$ cat src/design/vn_pkg.sv
// Shared types for the vector normalizer pipeline.
package vn_pkg;

    // Pipeline flow control that the top level hands to every stage group.
    typedef struct packed {
        logic adv;
    } t_pipe_ctl;

endpackage

$ cat src/design/vn_lane.sv
// One component lane: absolute value, square and threshold test.
module vn_lane
    import vn_pkg::*;
#(
    parameter int W = 32
) (
    input  logic                i_clk,
    input  t_pipe_ctl           i_ctl,
    input  logic signed [W-1:0] i_comp,
    input  logic [W-2:0]        i_thr,
    output logic [W-1:0]        o_mag,
    output logic                o_neg,
    output logic [2*W-1:0]      o_sq,
    output logic                o_small
);

    logic [W-1:0] n_mag;
    logic [W-1:0] r_mag;
    logic         r_neg;
    logic [2*W-1:0] r_sq;
    logic         r_small;

    // The most negative value wraps to 2^(W-1), which is its true magnitude.
    assign n_mag = i_comp[W-1] ? (~i_comp + 1'b1) : i_comp;

    // Register magnitude, sign, square and the small test together.
    always_ff @(posedge i_clk) begin
        if (i_ctl.adv) begin
            r_mag   <= n_mag;
            r_neg   <= i_comp[W-1];
            r_sq    <= n_mag * n_mag;
            r_small <= (n_mag <= {1'b0, i_thr});
        end
    end

    assign o_mag   = r_mag;
    assign o_neg   = r_neg;
    assign o_sq    = r_sq;
    assign o_small = r_small;

endmodule

$ cat config.mk
export PLATFORM = sky130hd
export DESIGN_NAME = vn_lane
export DESIGN_NICKNAME = d
export VERILOG_FILES = /design/src/design/vn_pkg.sv /design/src/design/vn_lane.sv
export SDC_FILE = /design/constraint.sdc
export NUM_CORES = 2
export LEC_CHECK = 0
export BUFFER_PORTS_ARGS = -buffer_cell sky130_fd_sc_hd__buf_2
export CAP_MARGIN = 25
export CORE_MARGIN = 2
export CORE_UTILIZATION = 50
export DETAILED_ROUTE_END_ITERATION = 16
export PLACE_DENSITY = 0.67
export SLEW_MARGIN = 20
export SYNTH_ARGS = -nofsm -noshare
export SYNTH_HDL_FRONTEND = slang
export SYNTH_SLANG_ARGS = --single-unit
$ cat constraint.sdc
create_clock -name i_clk -period 18.3 [get_ports i_clk]
set_input_delay 3.66 -clock i_clk [delete_from_list [all_inputs] [get_ports i_clk]]
set_output_delay 3.66 -clock i_clk [all_outputs]
set_load 0.005 [all_outputs]
==> impl_metrics.env <==
export IMPL_cts_root_buf="clkbuf_16"
export IMPL_grt_max_degree=62
export IMPL_initialDrtViolationCount=1936
export IMPL_hold_class="in -> reg"
export IMPL_syn_area_um2=32800
export IMPL_cts_tree="done"
export IMPL_vias_per_cell=5.36
export IMPL_drt_pass1_iter_count=6
export IMPL_track_usage=0.298
export IMPL_period_needed_ns=14.56
export IMPL_cts_path_max_buffers=2
export IMPL_coreArea_um2=64600
export IMPL_crit_type="in -> reg"
export IMPL_ant_nets=0
export IMPL_port_buffers=161
export IMPL_cts_sinks=96
export IMPL_place_detailed_hpwl_um=77200
export IMPL_crit_path_end_kind="flip-flop"
export IMPL_ctsResizeCount=0
export IMPL_arrival_ns=14.76
export IMPL_htree_levels=3
export IMPL_die_width_um=260
export IMPL_path_common_cell="fa_1"
export IMPL_place_congestion=0.944
export IMPL_relSlewSlack=0.257
export IMPL_post_cts_buffers=0
export IMPL_wl_per_cell_um=21.7
export IMPL_die_h_um=260
export IMPL_cap_viol_max_count=0
export IMPL_cts_buffers=9
export IMPL_worstMarginPinSlew_ns=1.09
export IMPL_ys_seq_elements=96
export IMPL_layout_commonest_cell="inv_1"
export IMPL_finalCritPeriodShare=0.795
export IMPL_vias=23620
export IMPL_cp_slowest_cell="a2111oi_0"
export IMPL_async_flop_share=0
export IMPL_dieArea_um2=67600
export IMPL_grt_pass1_vias=25430
export IMPL_status="finished, final reports clean"
export IMPL_max_stage_delay_ns=0.89
export IMPL_slew_viol_final=0
export IMPL_synthCells=3416
export IMPL_finalNetCount=4720
export IMPL_yosys_warnings=0
export IMPL_setup_violations=0
export IMPL_ys_types=72
export IMPL_cts_clk_slew_worst_paths_ns=0.09
export IMPL_overflow=0
export IMPL_synth_flop_cell="edfxtp_1"
export IMPL_boundaryPins=163
export IMPL_synth_yosys_seq_area_share=0.0880
export IMPL_rsz0062_at_grt="no"
export IMPL_fp_row_count=93
export IMPL_cp_start_kind="input pin"
export IMPL_antenna_found_initial=2
export IMPL_hold_violations=0
export IMPL_cp_required_ns=18.50
export IMPL_area_delta_synth_final_pct=7.02
export IMPL_timing_fmax_mhz=68.7
export IMPL_synth_edf_count=96
export IMPL_drc_errors=0
export IMPL_path_max_fanout=21
export IMPL_fillCellCount=5930
export IMPL_setup_tns_final_ns=0
export IMPL_cts_hold_buf=0
export IMPL_grt_pass1_wl_um=149000
export IMPL_drive_gt1_frac=0.0749
export IMPL_syn_area_per_cell_um2=9.59
export IMPL_initial_utilization=0.508
export IMPL_multi_input_area_um2=25800
export IMPL_regArea_um2=2880
export IMPL_final_cell_mix="1,009 x inv_1, 795 x fa_1, 312 x ha_1"
export IMPL_routed_wl_um=95600
[worst paths after layout]
| check | startpoint | end | slack, ns | cells after the start |
|---|---|---|---|---|
| worst min-delay path | i_ctl | o_mag[29] | 3.79 | 1 |
| worst max-delay path | i_comp[14] | o_sq[52] | 3.74 | 30 |
[layer usage]
metal / share of wire / global-route usage / up-vias / wire [µm]
met3: 0.084 / 0.0519 / 262 / 8050
met1: 0.38 / 0.384 / 11995 / 36400
met4: 0.059 / 0.140 / 0 / 5680
li1: - / - / 10327 / -
met2: 0.48 / 0.491 / 1036 / 45500
met5: 0 / 0 / - / 0
[registers in the layout (all words and copies together) (netlist names)]
name and cells:
o_neg 1, o_sq 62, o_mag 32, o_small 1
[synth_stat cells, types with 5 or more instances]
cell type,count,share of area
a21o_1,54,0.012
edfxtp_1,96,0.088
o21bai_1,14,0.0032
o21ai_0,46,0.0070
or4_1,5,0.0011
buf_1,7,0.00080
clkbuf_1,98,0.011
o21a_1,14,0.0032
or3_1,7,0.0013
buf_2,7,0.0011
fa_1,795,0.49
xor2_1,51,0.014
nand2_1,286,0.033
nor2b_1,9,0.0017
nand3_1,13,0.0020
nor2_1,274,0.031
a31oi_1,8,0.0015
and3_1,8,0.0015
clkinv_1,7,0.00080
o31ai_1,7,0.0016
a211oi_1,9,0.0021
nor3_1,12,0.0018
inv_1,1011,0.12
inv_2,5,0.00057
xnor2_1,64,0.017
nand4_1,23,0.0044
a21oi_1,90,0.014
ha_1,312,0.12
nand2b_1,9,0.0017
and4_1,5,0.0013
[cell type report]
class,instances,share of cell area
Tap cell,855,0.0305
Clock buffer,11,0.00663
Multi-Input combinational cell,2206,0.736
Timing Repair Buffer,211,0.0338
Sequential cell,96,0.0822
Inverter,1024,0.110
Antenna cell,2,0.000143
Clock inverter,5,0.00118
[through the flow]
step / std cells / util / cell area [µm²] / hold slack, ns / setup slack (ns)
after global placement: 4391 / 0.539 / 34800 / 4.05 / 2.93
after CTS: 4408 / 0.543 / 35100 / 3.78 / 3.90
after detailed placement: 4392 / 0.539 / 34800 / 4.05 / 3.48
after global routing: 4409 / 0.543 / 35100 / 3.78 / 3.25
after floorplan: 3441 / - / 32900 / 3.76 / 4.99
final: 4410 / 0.543 / 35100 / 3.79 / 3.74
[logic make-up (layout without fill, tap and decap cells)]
| group | Yosys count | in the layout | synth area share |
|---|---|---|---|
| buffers and inverters | 1139 | 1251 | 0.131 |
| adders and majority gates | 1107 | 1107 | 0.605 |
| and+or+nand+nor | 667 | 667 | 0.0855 |
| AOI/OAI and AO/OA | 285 | 285 | 0.0568 |
| xor gates and xnor gates | 118 | 118 | 0.0329 |
| DFF | 96 | 96 | 0.0880 |
| other | 2 | 29 | 0.000229 |
| muxes | 2 | 2 | 0.000687 |
[worst max-delay path: cells and delay by family]
family | cells | cell delay [ns]
fa+ha+maj | 9 | 4.40
simple gates | 8 | 2.82
compound gates | 4 | 2.21
buf+inv | 7 | 0.86
xor+xnor | 2 | 0.78
Power is not shown: default switching activity piles up to over one toggle a cycle in this logic, so the estimate is an artifact.
