### src/design/vn_pkg.sv
// Shared types for the vector normalizer pipeline.
package vn_pkg;

    // Pipeline flow control that the top level hands to every stage group.
    typedef struct packed {
        logic adv;
    } t_pipe_ctl;

endpackage

### src/design/vn_div.sv
// One divider lane: restoring fractional division of a magnitude by the length.
module vn_div
    import vn_pkg::*;
#(
    parameter int W = 32,
    parameter int F = 16
) (
    input  logic        i_clk,
    input  t_pipe_ctl   i_ctl,
    input  logic [W-1:0] i_num,
    input  logic [W-1:0] i_den,
    input  logic        i_neg,
    output logic [F+1:0] o_unit
);

    localparam int NS = F + 1;

    logic [W:0]   r_rem [NS];
    logic [F:0]   r_quo [NS];
    logic [W-1:0] r_den [NS];
    logic         r_neg [NS];
    logic [F+1:0] quo_ext;

    for (genvar k = 0; k < NS; k++) begin : g_stage
        logic [W:0]   rem_in;
        logic [F:0]   quo_in;
        logic [W-1:0] den_in;
        logic         neg_in;
        logic         ge;

        // The first stage tests the integer bit, later stages one fraction bit.
        if (k == 0) begin : g_first
            assign rem_in = {1'b0, i_num};
            assign quo_in = '0;
            assign den_in = i_den;
            assign neg_in = i_neg;
        end else begin : g_next
            assign rem_in = {r_rem[k-1][W-1:0], 1'b0};
            assign quo_in = r_quo[k-1];
            assign den_in = r_den[k-1];
            assign neg_in = r_neg[k-1];
        end

        assign ge = (rem_in >= {1'b0, den_in});

        always_ff @(posedge i_clk) begin
            if (i_ctl.adv) begin
                r_rem[k] <= ge ? (rem_in - {1'b0, den_in}) : rem_in;
                r_quo[k] <= {quo_in[F-1:0], ge};
                r_den[k] <= den_in;
                r_neg[k] <= neg_in;
            end
        end
    end

    // Apply the sign; a zero length forces the component to zero.
    assign quo_ext = {1'b0, r_quo[NS-1]};
    assign o_unit  = (r_den[NS-1] == '0) ? '0 :
                     r_neg[NS-1] ? (~quo_ext + 1'b1) : quo_ext;

endmodule

### config.mk
export PLATFORM = sky130hd
export DESIGN_NAME = vn_div
export DESIGN_NICKNAME = d
export VERILOG_FILES = /design/src/design/vn_pkg.sv /design/src/design/vn_div.sv
export SDC_FILE = /design/constraint.sdc
export NUM_CORES = 2
export LEC_CHECK = 0
export BUFFER_PORTS_ARGS = -buffer_cell sky130_fd_sc_hd__buf_2
export CELL_PAD_IN_SITES_DETAIL_PLACEMENT = 0
export CELL_PAD_IN_SITES_GLOBAL_PLACEMENT = 1
export CORE_UTILIZATION = 25
export DETAILED_ROUTE_END_ITERATION = 6
export GPL_ROUTABILITY_DRIVEN = 0
export PLACE_DENSITY = 0.55
export SLEW_MARGIN = 15
export SYNTH_ARGS = -nofsm -noshare
export SYNTH_HDL_FRONTEND = slang
export SYNTH_SLANG_ARGS = --single-unit
### constraint.sdc
create_clock -name i_clk -period 3.8 [get_ports i_clk]
set_input_delay 0.76 -clock i_clk [delete_from_list [all_inputs] [get_ports i_clk]]
set_output_delay 0.76 -clock i_clk [all_outputs]
set_load 0.02 [all_outputs]
==> results.json <==
{
  "finalCriticalPeriod_ns": 3.76,
  "tightest_slew_ns": 0.879,
  "synth_top_cells_by_area": "sky130_fd_sc_hd__edfxtp_1, sky130_fd_sc_hd__ha_1, sky130_fd_sc_hd__a21oi_1",
  "static-leakage-power_nw": 33.9,
  "total_power_mw": 68.7,
  "hold_slack_ns": 0.169,
  "first_global_vias": 51124,
  "synthCells": 6607,
  "cts.clk_slew.worst_paths_ns": 0.06,
  "tritoncts": "done",
  "grt_overflow_total": 0,
  "post_synth_num_cell_types": 102,
  "timing.critical_path.fanout_max": 4,
  "synthMostInstantiatedCell": "sky130_fd_sc_hd__edfxtp_1",
  "critical-path-top-cell-by-count": "sky130_fd_sc_hd__buf_4",
  "fillers": 29174,
  "ctsRootBufferMaster": "sky130_fd_sc_hd__clkbuf_16",
  "synth-async-reset-ratio_pct": 0,
  "post_synth_most_frequent_cells": "sky130_fd_sc_hd__edfxtp_1, sky130_fd_sc_hd__inv_1, sky130_fd_sc_hd__a21oi_1",
  "detail-route-antenna-nets": 0,
  "critical_path_class": "reg2reg",
  "critPathLaunchType": "flop",
  "post_synth_edffs": 1226,
  "worst_skew_pair.late_latency_ns": 0.82,
  "routed_wl_um": 173000,
  "synth_top_family_by_area": "compound AO/OA/AOI/OAI gates",
  "mean_cell_area_of_the_mapped_netlist_um2": 10.9,
  "critPathRequiredTime_ns": 4.31,
  "drive_gt1_share_pct": 12.0,
  "final-hold-violation-count": 0,
  "netlist_area_um2": 72000,
  "endpoint_kind": "flop",
  "synth_top_area_share_pct": 51.1,
  "ff_latch_area_um2": 36800,
  "worst_case_clock_skew_ns": 0.0771,
  "io_buffer_count": 84,
  "fp.dieArea_um2": 290000,
  "max_stage_delay_ns": 0.49,
  "placed_cells": 10569,
  "setup_violations": 0,
  "category_of_cells_accounting_for_the_largest_share_of_critical_path_delay": "compound AO/OA/AOI/OAI gates",
  "fmaxAchievable_ghz": 0.266,
  "final.setup.tns_ns": 0,
  "grt_max_degree": 105,
  "max-slew-margin-rel_pct": 40.8,
  "placement_rows": 196,
  "synth-main-ff-cell": "sky130_fd_sc_hd__edfxtp_1",
  "io_pins": 85,
  "synth_fp_nets": 7234,
  "multi_input_area_um2": 32200,
  "rsz0062_at_grt": "yes",
  "slowest_stage": "sky130_fd_sc_hd__a211oi_1",
  "drv.max_cap_violation_count": 0,
  "worst-path-buf-inv": 3,
  "number_of_antenna_violations_at_the_first_check_in_global_routing": 6,
  "initialDrtViolationCount": 2015,
  "initial_core_util_pct": 25.2,
  "finish.net_count": 7594,
  "power_density_nw_per_um2": 819,
  "yosys_warnings": 0,
  "clockBufferDepth": 4,
  "yosys.area_share.adder_pct": 9.89,
  "fin_util_pct": 29.3,
  "hpwl_um": 135000,
  "synthToLayoutAreaGrowth_pct": 16.4,
  "core_area_um2": 286000,
  "report.final.slew_viol_count": 0,
  "dieWidth_um": 539,
  "synth-seq-area-share_pct": 51.1,
  "fin_cells": 10831,
  "worst_hold_path_type": "in2reg",
  "hold_buffers": 0,
  "grt_first_pass_wirelength_um": 271000,
  "cts_inserted_buffers": 151,
  "critical_path.cell_chain": "ha_1, o21a_1, o31a_1, o31ai_1, buf_4, buf_4, a211oi_1, o31ai_1, buf_4, o2111ai_1, o211ai_1, o21ai_0, xnor2_1, mux2_2",
  "drcViolationCount": 1,
  "synthSimpleGateAreaFrac_pct": 10.1,
  "dr_total_vias": 49118,
  "violations": "design-rule violations",
  "worst-endpoint-arrival_ns": 4.27,
  "synth_compound_area_share_pct": 15.8,
  "worst_vdd_rail_ir_drop_v": 0.000340,
  "grtUsageTotal_pct": 11.6,
  "run_status": "complete, but fails checks",
  "synth.area.mux_share_pct": 3.08,
  "drt-wirelength-per-cell_um": 15.9,
  "cts.htree.levels": 4,
  "synth_xor_area_share_pct": 5.34,
  "clock_sinks": 1226,
  "vias_per_cell": 4.53,
  "synthDominantAreaCellType": "sky130_fd_sc_hd__edfxtp_1",
  "post-route-period-util_pct": 98.8,
  "chipHeight_um": 539,
  "synth.ff_latch_count": 1226,
  "drt-pass1-iter-count": 7
}
## registers in the layout, indices dropped and copies added, names as in the netlist
| name | count |
|---|---|
| r_neg | 17 |
| r_rem | 512 |
| r_quo | 153 |
| r_den | 544 |
## path summary, 6_finish.rpt
kind,start,end,slack (ns),cells past startpoint
max,r_rem[0][134],r_rem[0][196],0.04,14
min reg2reg,r_quo[0][90],r_quo[0][108],0.37,0
min,i_neg,r_neg[0][0],0.17,1
max reg2reg,r_rem[0][134],r_rem[0][196],0.04,14
## layer usage
metal / vias up / global-route usage (%) / wire [um] / share of wire, %
met5: - / 0 / 0 / 0
met2: 814 / 22.4 / 89800 / 52
met3: 455 / 1.54 / 4620 / 2.7
met4: 0 / 6.93 / 11100 / 6.4
met1: 22970 / 11.7 / 67100 / 39
li1: 24879 / - / - / -
## stage by stage
stage          setup WS [ns]  cell area, um2
2_1_floorplan          0.454           72000
3_3_place_gp         -0.0811           79200
3_5_place_dp        -0.00247           79200
4_1_cts              -0.0365           83700
5_1_grt             -0.00963           83800
6_report              0.0442           83800
## power breakdown
group          total (mW)  internal, mW  switching (mW)
sequential           22.1          20.2            1.98
clock                13.2          7.67            5.51
combinational        33.4          15.2            18.2
## final cells by class
type | instances | share of cell area [%]
sequential | 1226 | 43.9
multi-input combinational | 4524 | 38.4
tap | 3762 | 5.61
clock buffer | 189 | 4.73
timing repair buffer | 391 | 3.82
inverter | 673 | 3.01
clock inverter | 63 | 0.522
antenna | 3 | 0.00895
## logic make-up (layout without fill, tap and decap cells)
group / Yosys count / after routing
xor+xnor: 439 / 439
flops: 1226 / 1226
buf+inv: 857 / 1316
simple gates: 1545 / 1545
compound gates: 1790 / 1790
other cells: 0 / 3
mux: 190 / 190
fa+ha+maj: 560 / 560
## cells in the final DEF, fill, tap and decap left out, types with 82 or more instances in the layout
| cell | n |
|---|---|
| sky130_fd_sc_hd__nand3_1 | 119 |
| sky130_fd_sc_hd__inv_1 | 669 |
| sky130_fd_sc_hd__edfxtp_1 | 1226 |
| sky130_fd_sc_hd__ha_1 | 543 |
| sky130_fd_sc_hd__nor2_1 | 415 |
| sky130_fd_sc_hd__buf_4 | 272 |
| sky130_fd_sc_hd__a21oi_1 | 553 |
| sky130_fd_sc_hd__nand2b_1 | 82 |
| sky130_fd_sc_hd__nand4_1 | 92 |
| sky130_fd_sc_hd__o21ai_0 | 403 |
| sky130_fd_sc_hd__xnor2_1 | 245 |
| sky130_fd_sc_hd__mux2_2 | 136 |
| sky130_fd_sc_hd__nand2_1 | 465 |
| sky130_fd_sc_hd__xor2_1 | 193 |
| sky130_fd_sc_hd__clkbuf_16 | 153 |
| sky130_fd_sc_hd__nor3_1 | 85 |
| sky130_fd_sc_hd__a21o_1 | 264 |
## repair_timing
item                       4_1_cts  5_1_grt
buffers inserted                 4        3
pin swaps                        7        6
resized for setup               18       29
setup endpoints to repair       19      113
(Power assumes the default switching activity.)
